$ cat src/hdl/cnm_pkg.sv
// shared widths, register indexes and the carrier cosine table
package cnm_pkg;

   localparam int PHASE_BITS  = 32;
   localparam int SAMPLE_BITS = 8;
   localparam int LUT_BITS    = 5;
   localparam int COEF_BITS   = 7;
   localparam int MIX_BITS    = 15;
   localparam int CSR_BITS    = 2;

   // sine is the cosine table read a quarter cycle back
   localparam logic [LUT_BITS-1:0] QUARTER = LUT_BITS'(8);

   typedef enum logic [CSR_BITS-1:0] {
      CSR_PHASE_STEP   = 2'd0,
      CSR_PHASE_START  = 2'd1,
      CSR_COMPLEX_MODE = 2'd2
   } csr_index_type;

   typedef logic signed [COEF_BITS-1:0]   coef_type;
   typedef logic signed [SAMPLE_BITS-1:0] sample_type;
   typedef logic signed [MIX_BITS-1:0]    mix_type;

   // cosine over one cycle, scaled to 32
   function automatic coef_type cos_lut(input logic [LUT_BITS-1:0] k);
      coef_type v;
      case (k)
         5'd0:  v = 7'sd32;
         5'd1:  v = 7'sd31;
         5'd2:  v = 7'sd30;
         5'd3:  v = 7'sd27;
         5'd4:  v = 7'sd23;
         5'd5:  v = 7'sd18;
         5'd6:  v = 7'sd12;
         5'd7:  v = 7'sd6;
         5'd8:  v = 7'sd0;
         5'd9:  v = -7'sd6;
         5'd10: v = -7'sd12;
         5'd11: v = -7'sd18;
         5'd12: v = -7'sd23;
         5'd13: v = -7'sd27;
         5'd14: v = -7'sd30;
         5'd15: v = -7'sd31;
         5'd16: v = -7'sd32;
         5'd17: v = -7'sd31;
         5'd18: v = -7'sd30;
         5'd19: v = -7'sd27;
         5'd20: v = -7'sd23;
         5'd21: v = -7'sd18;
         5'd22: v = -7'sd12;
         5'd23: v = -7'sd6;
         5'd24: v = 7'sd0;
         5'd25: v = 7'sd6;
         5'd26: v = 7'sd12;
         5'd27: v = 7'sd18;
         5'd28: v = 7'sd23;
         5'd29: v = 7'sd27;
         5'd30: v = 7'sd30;
         5'd31: v = 7'sd31;
         default: v = 7'sd0;
      endcase
      return v;
   endfunction

endpackage

$ cat src/hdl/cnm_mixer.sv
// table lookup and complex rotation of one sample
module cnm_mixer
   import cnm_pkg::*;
(
   input  logic [LUT_BITS-1:0] lut_index,
   input  sample_type          sample_i,
   input  sample_type          sample_q,
   input  logic                complex_mode,
   output mix_type             mixed_i,
   output mix_type             mixed_q
);

   coef_type   c;
   coef_type   s;
   sample_type q_eff;
   mix_type    c_ext;
   mix_type    s_ext;
   mix_type    i_ext;
   mix_type    q_ext;

   always_comb begin
      c     = cos_lut(lut_index);
      s     = cos_lut(lut_index - QUARTER);
      // real mode drops the quadrature term
      q_eff = complex_mode ? sample_q : '0;
      c_ext = {{(MIX_BITS-COEF_BITS){c[COEF_BITS-1]}}, c};
      s_ext = {{(MIX_BITS-COEF_BITS){s[COEF_BITS-1]}}, s};
      i_ext = {{(MIX_BITS-SAMPLE_BITS){sample_i[SAMPLE_BITS-1]}}, sample_i};
      q_ext = {{(MIX_BITS-SAMPLE_BITS){q_eff[SAMPLE_BITS-1]}}, q_eff};
      mixed_i = MIX_BITS'(c_ext * i_ext - s_ext * q_ext);
      mixed_q = MIX_BITS'(s_ext * i_ext + c_ext * q_ext);
   end

endmodule

$ cat src/hdl/carrier_nco_mixer_top.sv
// Carrier NCO and mixer: each request carries one signed I/Q sample that is
// rotated by a local carrier from a 32-bit phase accumulator and a 32-entry
// cosine table (values -32..32). The accumulator advances by phase_step after
// every sample, and a request with restart set first reloads it from
// phase_start. One request is taken per clock while req_stall is low; the
// phase add is captured in the input register, then the table lookup and
// multiplies in the result register, which holds while rsp_stall is high.
// The user writes registers only while no request is in flight; unenforced.
module carrier_nco_mixer_top
   import cnm_pkg::*;
(
   input  logic                   clock,
   input  logic                   reset,
   input  logic                   csr_we,
   input  logic [CSR_BITS-1:0]    csr_index,
   input  logic [PHASE_BITS-1:0]  csr_wdata,
   input  logic                   req_valid,
   output logic                   req_stall,
   input  sample_type             req_sample_i,
   input  sample_type             req_sample_q,
   input  logic                   req_restart,
   output logic                   rsp_valid,
   input  logic                   rsp_stall,
   output mix_type                rsp_mixed_i,
   output mix_type                rsp_mixed_q,
   output logic [PHASE_BITS-1:0]  rsp_phase_after
);

   logic [PHASE_BITS-1:0] step_ff;
   logic [PHASE_BITS-1:0] start_ff;
   logic                  mode_ff;
   logic [PHASE_BITS-1:0] phase_ff;
   logic [PHASE_BITS-1:0] phase_in;
   logic [PHASE_BITS-1:0] phase_use;

   logic                  s1_valid_ff;
   logic [LUT_BITS-1:0]   s1_index_ff;
   sample_type            s1_i_ff;
   sample_type            s1_q_ff;
   logic [PHASE_BITS-1:0] s1_phase_ff;

   logic                  s2_valid_ff;
   mix_type               s2_mi_ff;
   mix_type               s2_mq_ff;
   logic [PHASE_BITS-1:0] s2_phase_ff;

   mix_type               mix_i;
   mix_type               mix_q;
   logic                  s2_move;
   logic                  s1_move;
   logic                  req_take;

   assign s2_move   = !s2_valid_ff || !rsp_stall;
   assign s1_move   = !s1_valid_ff || s2_move;
   assign req_stall = !s1_move;
   assign req_take  = req_valid && s1_move;

   always_comb begin
      phase_use = req_restart ? start_ff : phase_ff;
      phase_in  = phase_use + step_ff;
   end

   always_ff @(posedge clock) begin
      if (reset) begin
         step_ff  <= '0;
         start_ff <= '0;
         mode_ff  <= 1'b1;
      end else if (csr_we) begin
         case (csr_index)
            CSR_PHASE_STEP:   step_ff  <= csr_wdata;
            CSR_PHASE_START:  start_ff <= csr_wdata;
            CSR_COMPLEX_MODE: mode_ff  <= csr_wdata[0];
            default: ;
         endcase
      end
   end

   always_ff @(posedge clock) begin
      if (reset) begin
         phase_ff    <= '0;
         s1_valid_ff <= 1'b0;
         s2_valid_ff <= 1'b0;
      end else begin
         if (req_take) begin
            phase_ff <= phase_in;
         end
         if (s1_move) begin
            s1_valid_ff <= req_valid;
         end
         if (s2_move) begin
            s2_valid_ff <= s1_valid_ff;
         end
      end
   end

   always_ff @(posedge clock) begin
      if (req_take) begin
         // table index is the top phase bits before the step
         s1_index_ff <= phase_use[PHASE_BITS-1 -: LUT_BITS];
         s1_i_ff     <= req_sample_i;
         s1_q_ff     <= req_sample_q;
         s1_phase_ff <= phase_in;
      end
      if (s2_move && s1_valid_ff) begin
         s2_mi_ff    <= mix_i;
         s2_mq_ff    <= mix_q;
         s2_phase_ff <= s1_phase_ff;
      end
   end

   cnm_mixer u_mixer (
      .lut_index    (s1_index_ff),
      .sample_i     (s1_i_ff),
      .sample_q     (s1_q_ff),
      .complex_mode (mode_ff),
      .mixed_i      (mix_i),
      .mixed_q      (mix_q)
   );

   assign rsp_valid       = s2_valid_ff;
   assign rsp_mixed_i     = s2_mi_ff;
   assign rsp_mixed_q     = s2_mq_ff;
   assign rsp_phase_after = s2_phase_ff;

endmodule
$ cat config.mk
export PLATFORM = sky130hd
export DESIGN_NAME = carrier_nco_mixer_top
export DESIGN_NICKNAME = d
export VERILOG_FILES = /design/src/hdl/cnm_pkg.sv /design/src/hdl/cnm_mixer.sv /design/src/hdl/carrier_nco_mixer_top.sv
export SDC_FILE = /design/constraint.sdc
export NUM_CORES = 1
export LEC_CHECK = 0
export ABC_CLOCK_PERIOD_IN_PS = 9100
export BUFFER_PORTS_ARGS = -buffer_cell sky130_fd_sc_hd__buf_2
export CELL_PAD_IN_SITES_DETAIL_PLACEMENT = 1
export CELL_PAD_IN_SITES_GLOBAL_PLACEMENT = 2
export CORE_MARGIN = 4
export CORE_UTILIZATION = 40
export DETAILED_ROUTE_END_ITERATION = 6
export PLACE_DENSITY = 0.84
export SLEW_MARGIN = 20
export SYNTH_ARGS = -nofsm -noshare
export SYNTH_HDL_FRONTEND = slang
export SYNTH_SLANG_ARGS = --single-unit
$ cat constraint.sdc
create_clock -name clock -period 9.1 [get_ports clock]
set_clock_uncertainty 0.1 [all_clocks]
set_input_delay 0 -clock clock [delete_from_list [all_inputs] [get_ports clock]]
set_output_delay 0 -clock clock [all_outputs]
set_load 0.01 [all_outputs]
==> summary.md, run 1 <==
| Metric | Value |
|---|---|
| GP Congestion | 0.824 |
| Synth warn | 0 |
| Power Density | 438 nW/µm² |
| Count leader, synth | inv_1 |
| Largest cells by area after synthesis | fa_1 (24%), edfxtp_1 (18%), dfxtp_1 (11%) |
| Setup-violating endpoint count in the final report | 0 |
| CTS Buffer Depth | 3 |
| Clock transition at path regs | 0.06 ns |
| Worst Setup Start Kind | flip-flop |
| H-tree depth | 1 |
| Synth Cell Area | 18,700 µm² |
| Hold WC Path Type | in2reg |
| CORE AREA | 45,800 µm² |
| DRT Pass-1 Iters | 5 |
| Seq pwr share | 17.2% |
| DRC | 0 |
| GRT overflow | 0 |
| R2R Path Start | s1_index_ff[0] |
| Die Wd | 224 µm |
| Leading cell types by count after synthesis | inv_1 (308), nand2_1 (297), fa_1 (222), ha_1 (150), a21oi_1 (143) |
| RSZ-0062 raised after global routing | false |
| Layout area overhead | 15.0% |
| Hold Fails Final Rpt | 0 |
| Final cell count without fillers | 2,694 |
| CP Max Fanout | 13 |
| Leak pwr | 0.0101 µW |
| WL final | 50,200 µm |
| Slew @ Worst Pin | 1.09 ns |
| Hold Slack | 0.0400 ns |
| Synth top area share | 23.8% |
| Post-DR wirelength/cell | 18.6 µm |
| Clock root buffer | clkbuf_16 |
| Register area share after synthesis | 29.8% |
| Antenna violations before repair | 3 |
| Initial Utilization | 40.9% |
| Worst ir drop on vdd | 0.500 mV |
| DRC marker count from the first detailed-route iteration | 503 |
| FF+latch count, synth | 221 |
| IO Count | 120 |
| Die area | 50,300 µm² |
| Nets@finish | 2,498 |
| TritonCTS clock tree | done |
| Switching part of the total | 43.8% |
| Layout cells sized above 1 | 11.4% |
| Total track usage | 20.2% |
| FP Rows | 78 |
| DP Worst Slack | 1.86 ns |
| Post-detail-place hpwl | 36,500 µm |
| Synth Area per Inst | 9.75 µm² |
| Final-report max-slew violation count | 0 |
| Crit path time final | 7.24 ns |
| Worst Path Arrival | 7.48 ns |
| Yosys top cell by area | fa_1 |
| Vias per inst | 5.10 |
| Status | complete, no violations |
| Critical path class | reg2reg |
| Critical Path Sink Type | flip-flop |
| CP startpoint | s1_index_ff[0] |
| Post-synthesis cell type count | 66 |
| Chip height | 224 µm |
| Logic pwr share | 70.5% |
| EDFF count, synth | 115 |
| Worst setup margin | 1.86 ns |
| Wire length of the first global-routing pass | 81,800 µm |
| Clk_lat worst skew | 0.58 ns |
| CTS Sinks | 221 |
| Hold_sp | req_sample_i[3] |
| Vias in the first global route | 15,400 |
| Synth Instances | 1,918 |
| Placed cell count | 2,577 |
| Synthesized net count | 2,346 |
| Vias post-DR | 13,700 |
| Largest net degree at the start of global routing | 58 |
| Antenna viol nets, final | 0 |
| Setup TNS | 0 ns |
| Clock Power Share | 12.3% |
| CP Data Required Time | 9.33 ns |
| Clock buffer count from CTS | 27 |
| Fmax | 138 MHz |
| Final period utilization | 79.6% |
| Rel. slew slack | 26.8% |
| Pint | 5290 µW |
| Final total power | 9430 µW |
| Buffers on Ports | 119 |
| Top_reg_cell synth | edfxtp_1 |
| Async set-or-reset flop fraction in the synthesized netlist | 0% |
| Psw | 4130 µW |
| Max cap viols | 0 |
==> power groups by stage <==
stage / Clock [µW] / Sequential [µW] / Combinational (µW)
2_1_floorplan: 0 / 1660 / 5200
3_3_place_gp: 0 / 1640 / 6480
3_5_place_dp: 0 / 1640 / 6790
4_1_cts: 1200 / 1620 / 6850
5_1_grt: 1240 / 1630 / 7770
6_report: 1160 / 1620 / 6640
==> critical path, stage by stage, from the launching register on <==
cell and delay (ns):
edfxtp_1 0.48, inv_1 0.25, ha_1 0.29, mux4_2 0.49, a21o_1 0.39, and2_1 0.28
fa_1 0.54, inv_1 0.05, fa_1 0.46, fa_1 0.51, inv_1 0.05, fa_1 0.54
fa_1 0.42, fa_1 0.44, ha_1 0.33, a21o_1 0.19, a21oi_1 0.22, o21bai_1 0.09
a21oi_1 0.23, o21ai_0 0.20, a21o_1 0.21, a21oi_1 0.17, xnor2_1 0.08
==> metal layers <==
layer	track usage, %	share of wire [%]
met2	37.4	51
met4	4.92	2.5
met1	24.9	43
met3	2.78	3.4
met5	0	0.014
==> path summary, 6_finish.rpt <==
| kind | endpoint | slack (ns) | depth (start not counted) |
|---|---|---|---|
| setup / recovery | rsp_mixed_q[13] | 1.86 | 22 |
| hold / removal | s1_i_ff[3] | 0.04 | 2 |
| setup reg to reg | rsp_mixed_q[13] | 1.86 | 22 |
| hold reg to reg | rsp_phase_after[20] | 0.32 | 0 |
==> through the flow <==
step                util (%)  cell area [µm²]
floorplan                  -            18700
global placement        43.4            19900
detailed placement      43.5            19900
CTS                     47.0            21500
global route            47.0            21500
finish                  47.0            21500
==> cell usage in the layout, fill, tap and decap left out, types with 11 or more instances in the layout <==
master           n
a21o_1          26
dlygate4sd3_1   64
edfxtp_1       115
and2_1          75
nand2_1        297
buf_4           19
nand3_1         18
o21ai_0         26
nor2_1          60
clkbuf_16       27
inv_1          308
nand2b_1        17
ha_1           150
a21oi_1        143
nor3_1          11
buf_2          119
mux2_2          30
and3_1          42
dfxtp_1        106
fa_1           222
xnor2_1         67
xor2_1          15
==> logic make-up after synthesis <==
group,count (synthesis),share of synthesized area [%]
simple gates,561,13.9
buf+inv,389,7.96
fa+ha+maj,372,33.8
compound gates,252,8.20
flops,221,29.8
xor+xnor,82,3.84
mux,41,2.48
==> cell type report <==
class	count	area [µm²]
fill	5159	24300
multi-input combinational	1308	11700
sequential	221	5580
timing repair buffer	203	1410
inverter	309	1160
tap	600	751
clock buffer	28	689
clock inverter	22	263
antenna	3	7.51
==> flip-flops by register name, summed over array words and instances, names as in the netlist, 5 cells and up <==
register         count
s1_q_ff              8
u_mixer.c            7
s1_i_ff              8
rsp_phase_after     32
start_ff            32
rsp_mixed_q         15
s1_phase_ff         32
phase_ff            32
rsp_mixed_i         15
step_ff             32
s1_index_ff          5
==> what timing repair did <==
item,4_1_cts,5_1_grt
buffers inserted,0,0
hold buffers,64,0
hold endpoints to repair,119,0
gates resized for setup,0,0
No activity file was read; power rests on OpenSTA's default activity.
==> inputs of run 2 (changes only) <==
Settings changed: ABC_CLOCK_PERIOD_IN_PS 9100 to 6000, CORE_UTILIZATION 40 to 37, PLACE_DENSITY 0.84 to 0.82.
Clock period 9.1 ns to 6 ns, I/O delays scaled along.
==> summary.md, run 2 (same netlist as run 1, synthesis figures left out) <==
| Metric | Value |
|---|---|
| Commonest non-fill, non-tap cell in the layout | inv_1 |
| Slew @ Worst Pin | 1.01 ns (-0.0869 ns) |
| CP Max Fanout | 5 (-8) |
| RSZ-0062 raised after global routing | true |
| Reg2reg path depth | 22 (unchanged) |
| Clock buffer count from CTS | 27 (unchanged) |
| GP Congestion | 0.854 (+3.6%) |
| Worst Setup Start Kind | flip-flop |
| CTS Sinks | 221 (unchanged) |
| Crit path time final | 6.40 ns (-0.847 ns) |
| Hold Slack | 0.0303 ns (-0.00975 ns) |
| Hold WC Path Type | in2reg |
| Total track usage | 19.7% (-0.54 points) |
| Final-report max-slew violation count | 0 (unchanged) |
| Clock transition at path regs | 0.06 ns (about the same) |
| DRT Pass-1 Iters | 5 (unchanged) |
| Critical path class | reg2reg |
| WL final | 52,300 µm (+4.1%) |
| Layout cells sized above 1 | 20.8% (+9.4 points) |
| Die Wd | 233 µm (+3.8%) |
| Worst Path Arrival | 6.62 ns (-0.86 ns) |
| Fmax | 156 MHz (+13%) |
| Violations in the final reports | negative setup slack |
| Nets@finish | 2,631 (+5.3%) |
| Worst Hold Endpoint | s1_q_ff[2] |
| Post-DR wirelength/cell | 18.0 µm (-3.1%) |
| TritonCTS clock tree | done |
| Worst R2R End | rsp_mixed_q[13] |
| R2R Path Start | s1_index_ff[1] |
| Vias per inst | 4.90 (-4.0%) |
| CTS Buffer Depth | 3 (unchanged) |
| Post-detail-place hpwl | 38,600 µm (+5.7%) |
| Hold Fails Final Rpt | 0 (unchanged) |
| Hold_sp | req_sample_q[2] |
| GRT overflow | 0 (unchanged) |
| Vias in the first global route | 16,400 (+6.5%) |
| Buffers on Ports | 119 (unchanged) |
| Final period utilization | 107% (+27 points) |
| Wire length of the first global-routing pass | 85,200 µm (+4.2%) |
| Layout area overhead | 23.4% |
| DRC marker count from the first detailed-route iteration | 536 (+6.6%) |
| Setup-violating endpoint count in the final report | 12 (+12) |
| Commonest cells after routing, fill and taps aside | inv_1 (294), nand2_1 (292), fa_1 (211) |
| Chip height | 233 µm (+3.8%) |
| Max cap viols | 0 (unchanged) |
| CP Data Required Time | 6.23 ns (-3.10 ns) |
| Antenna viol nets, final | 0 (unchanged) |
| Status | complete, but fails checks |
| CORE AREA | 50,100 µm² (+9.4%) |
| Clock root buffer | clkbuf_16 |
| R2R setup slack | -0.40 ns (-2.25 ns) |
| H-tree depth | 1 (unchanged) |
| Critical Path Sink Type | flip-flop |
| Worst setup margin | -0.397 ns (-2.25 ns) |
| DRC | 0 (unchanged) |
| Largest net degree at the start of global routing | 63 (+8.6%) |
| Initial Utilization | 37.4% (-3.5 points) |
| Clk_lat worst skew | 0.59 ns (about the same) |
| Rel. slew slack | 32.8% (+6.0 points) |
| Min-Delay Path Depth | 2 (unchanged) |
| Die area | 54,200 µm² (+7.8%) |
| Vias post-DR | 14,200 (+3.2%) |
| IO Count | 120 (unchanged) |
| Antenna violations before repair | 2 (-1) |
| FP Rows | 82 (+5.1%) |
[run 2: changes by cell type in the layout (fill, tap and decap cells not counted), moves of 7 or more]
cell	delta
a21oi_1	-16
a21oi_2	+14
buf_4	+122
buf_6	+7
fa_1	-11
fa_2	+11
ha_1	-21
ha_4	+16
inv_1	-14
inv_2	+14
[run 2: final cells by class]
type | count | area (µm²)
Antenna cell | 1 | 2.50
Clock buffer | 34 | 764
Clock inverter | 15 | 178
Fill cell | 5686 | 27000
Inverter | 309 | 1160
Multi-Input combinational cell | 1308 | 12100
Sequential cell | 221 | 5580
Tap cell | 672 | 841
Timing Repair Buffer | 336 | 2430
[run 2: worst max-delay path by stage]
stage                    from         endpoint  slack (ns)  cells past startpoint
4_1_cts        s1_index_ff[1]  rsp_mixed_q[13]       -0.42                     22
5_1_grt        s1_index_ff[1]  rsp_mixed_q[13]       -0.65                     22
3_3_place_gp   s1_index_ff[1]  rsp_mixed_q[12]       -0.36                     22
6_report       s1_index_ff[1]  rsp_mixed_q[13]       -0.40                     22
3_5_place_dp   s1_index_ff[1]  rsp_mixed_q[13]       -0.53                     22
2_1_floorplan  s1_index_ff[1]  rsp_mixed_q[13]       -0.20                     22
[run 2: routing by layer]
metal | part of all wire [%] | track usage (%)
met5 | 0.023 | 0
met2 | 53 | 37.7
met1 | 41 | 22.9
met3 | 3.0 | 2.61
met4 | 2.8 | 5.19
[run 2: stage by stage]
stage | setup slack, ns | cell area (µm²) | instances | TNS, ns | utilization (%)
after CTS | -0.417 | 22900 | 2887 | -2.70 | 45.8
after floorplan | -0.196 | 18900 | 1918 | -0.449 | -
after detailed placement | -0.533 | 21000 | 2758 | -4.27 | 41.9
after global routing | -0.648 | 23100 | 2895 | -5.72 | 46.1
final | -0.397 | 23100 | 2896 | -2.63 | 46.1
after global placement | -0.356 | 21000 | 2758 | -2.64 | 41.9
[run 2: what timing repair did]
item / CTS / global route
endpoints found under the setup margin: 13 / 15
gates cloned: 0 / 1
hold buffers: 67 / 0
endpoints found under the hold margin: 91 / 0
buffers inserted: 14 / 7
gates resized for setup: 62 / 24
pin swaps: 48 / 29
[run 2: critical path, cell delays in order (launching register included)]
cell	delay (ns)
edfxtp_1	0.43
inv_2	0.13
ha_4	0.21
mux4_2	0.50
a21o_4	0.26
and2_4	0.17
fa_1	0.47
inv_1	0.05
fa_1	0.45
fa_1	0.49
inv_1	0.05
fa_1	0.46
fa_1	0.49
fa_1	0.59
ha_4	0.23
a21o_1	0.17
a21oi_2	0.15
o21bai_1	0.09
a21oi_2	0.17
o21ai_2	0.07
a21o_1	0.16
a21oi_2	0.14
xnor2_1	0.09
Power of run 2 is left out: the tool's default activity adds up to more than one toggle a clock period on the data nets, which glitch-free logic cannot reach.
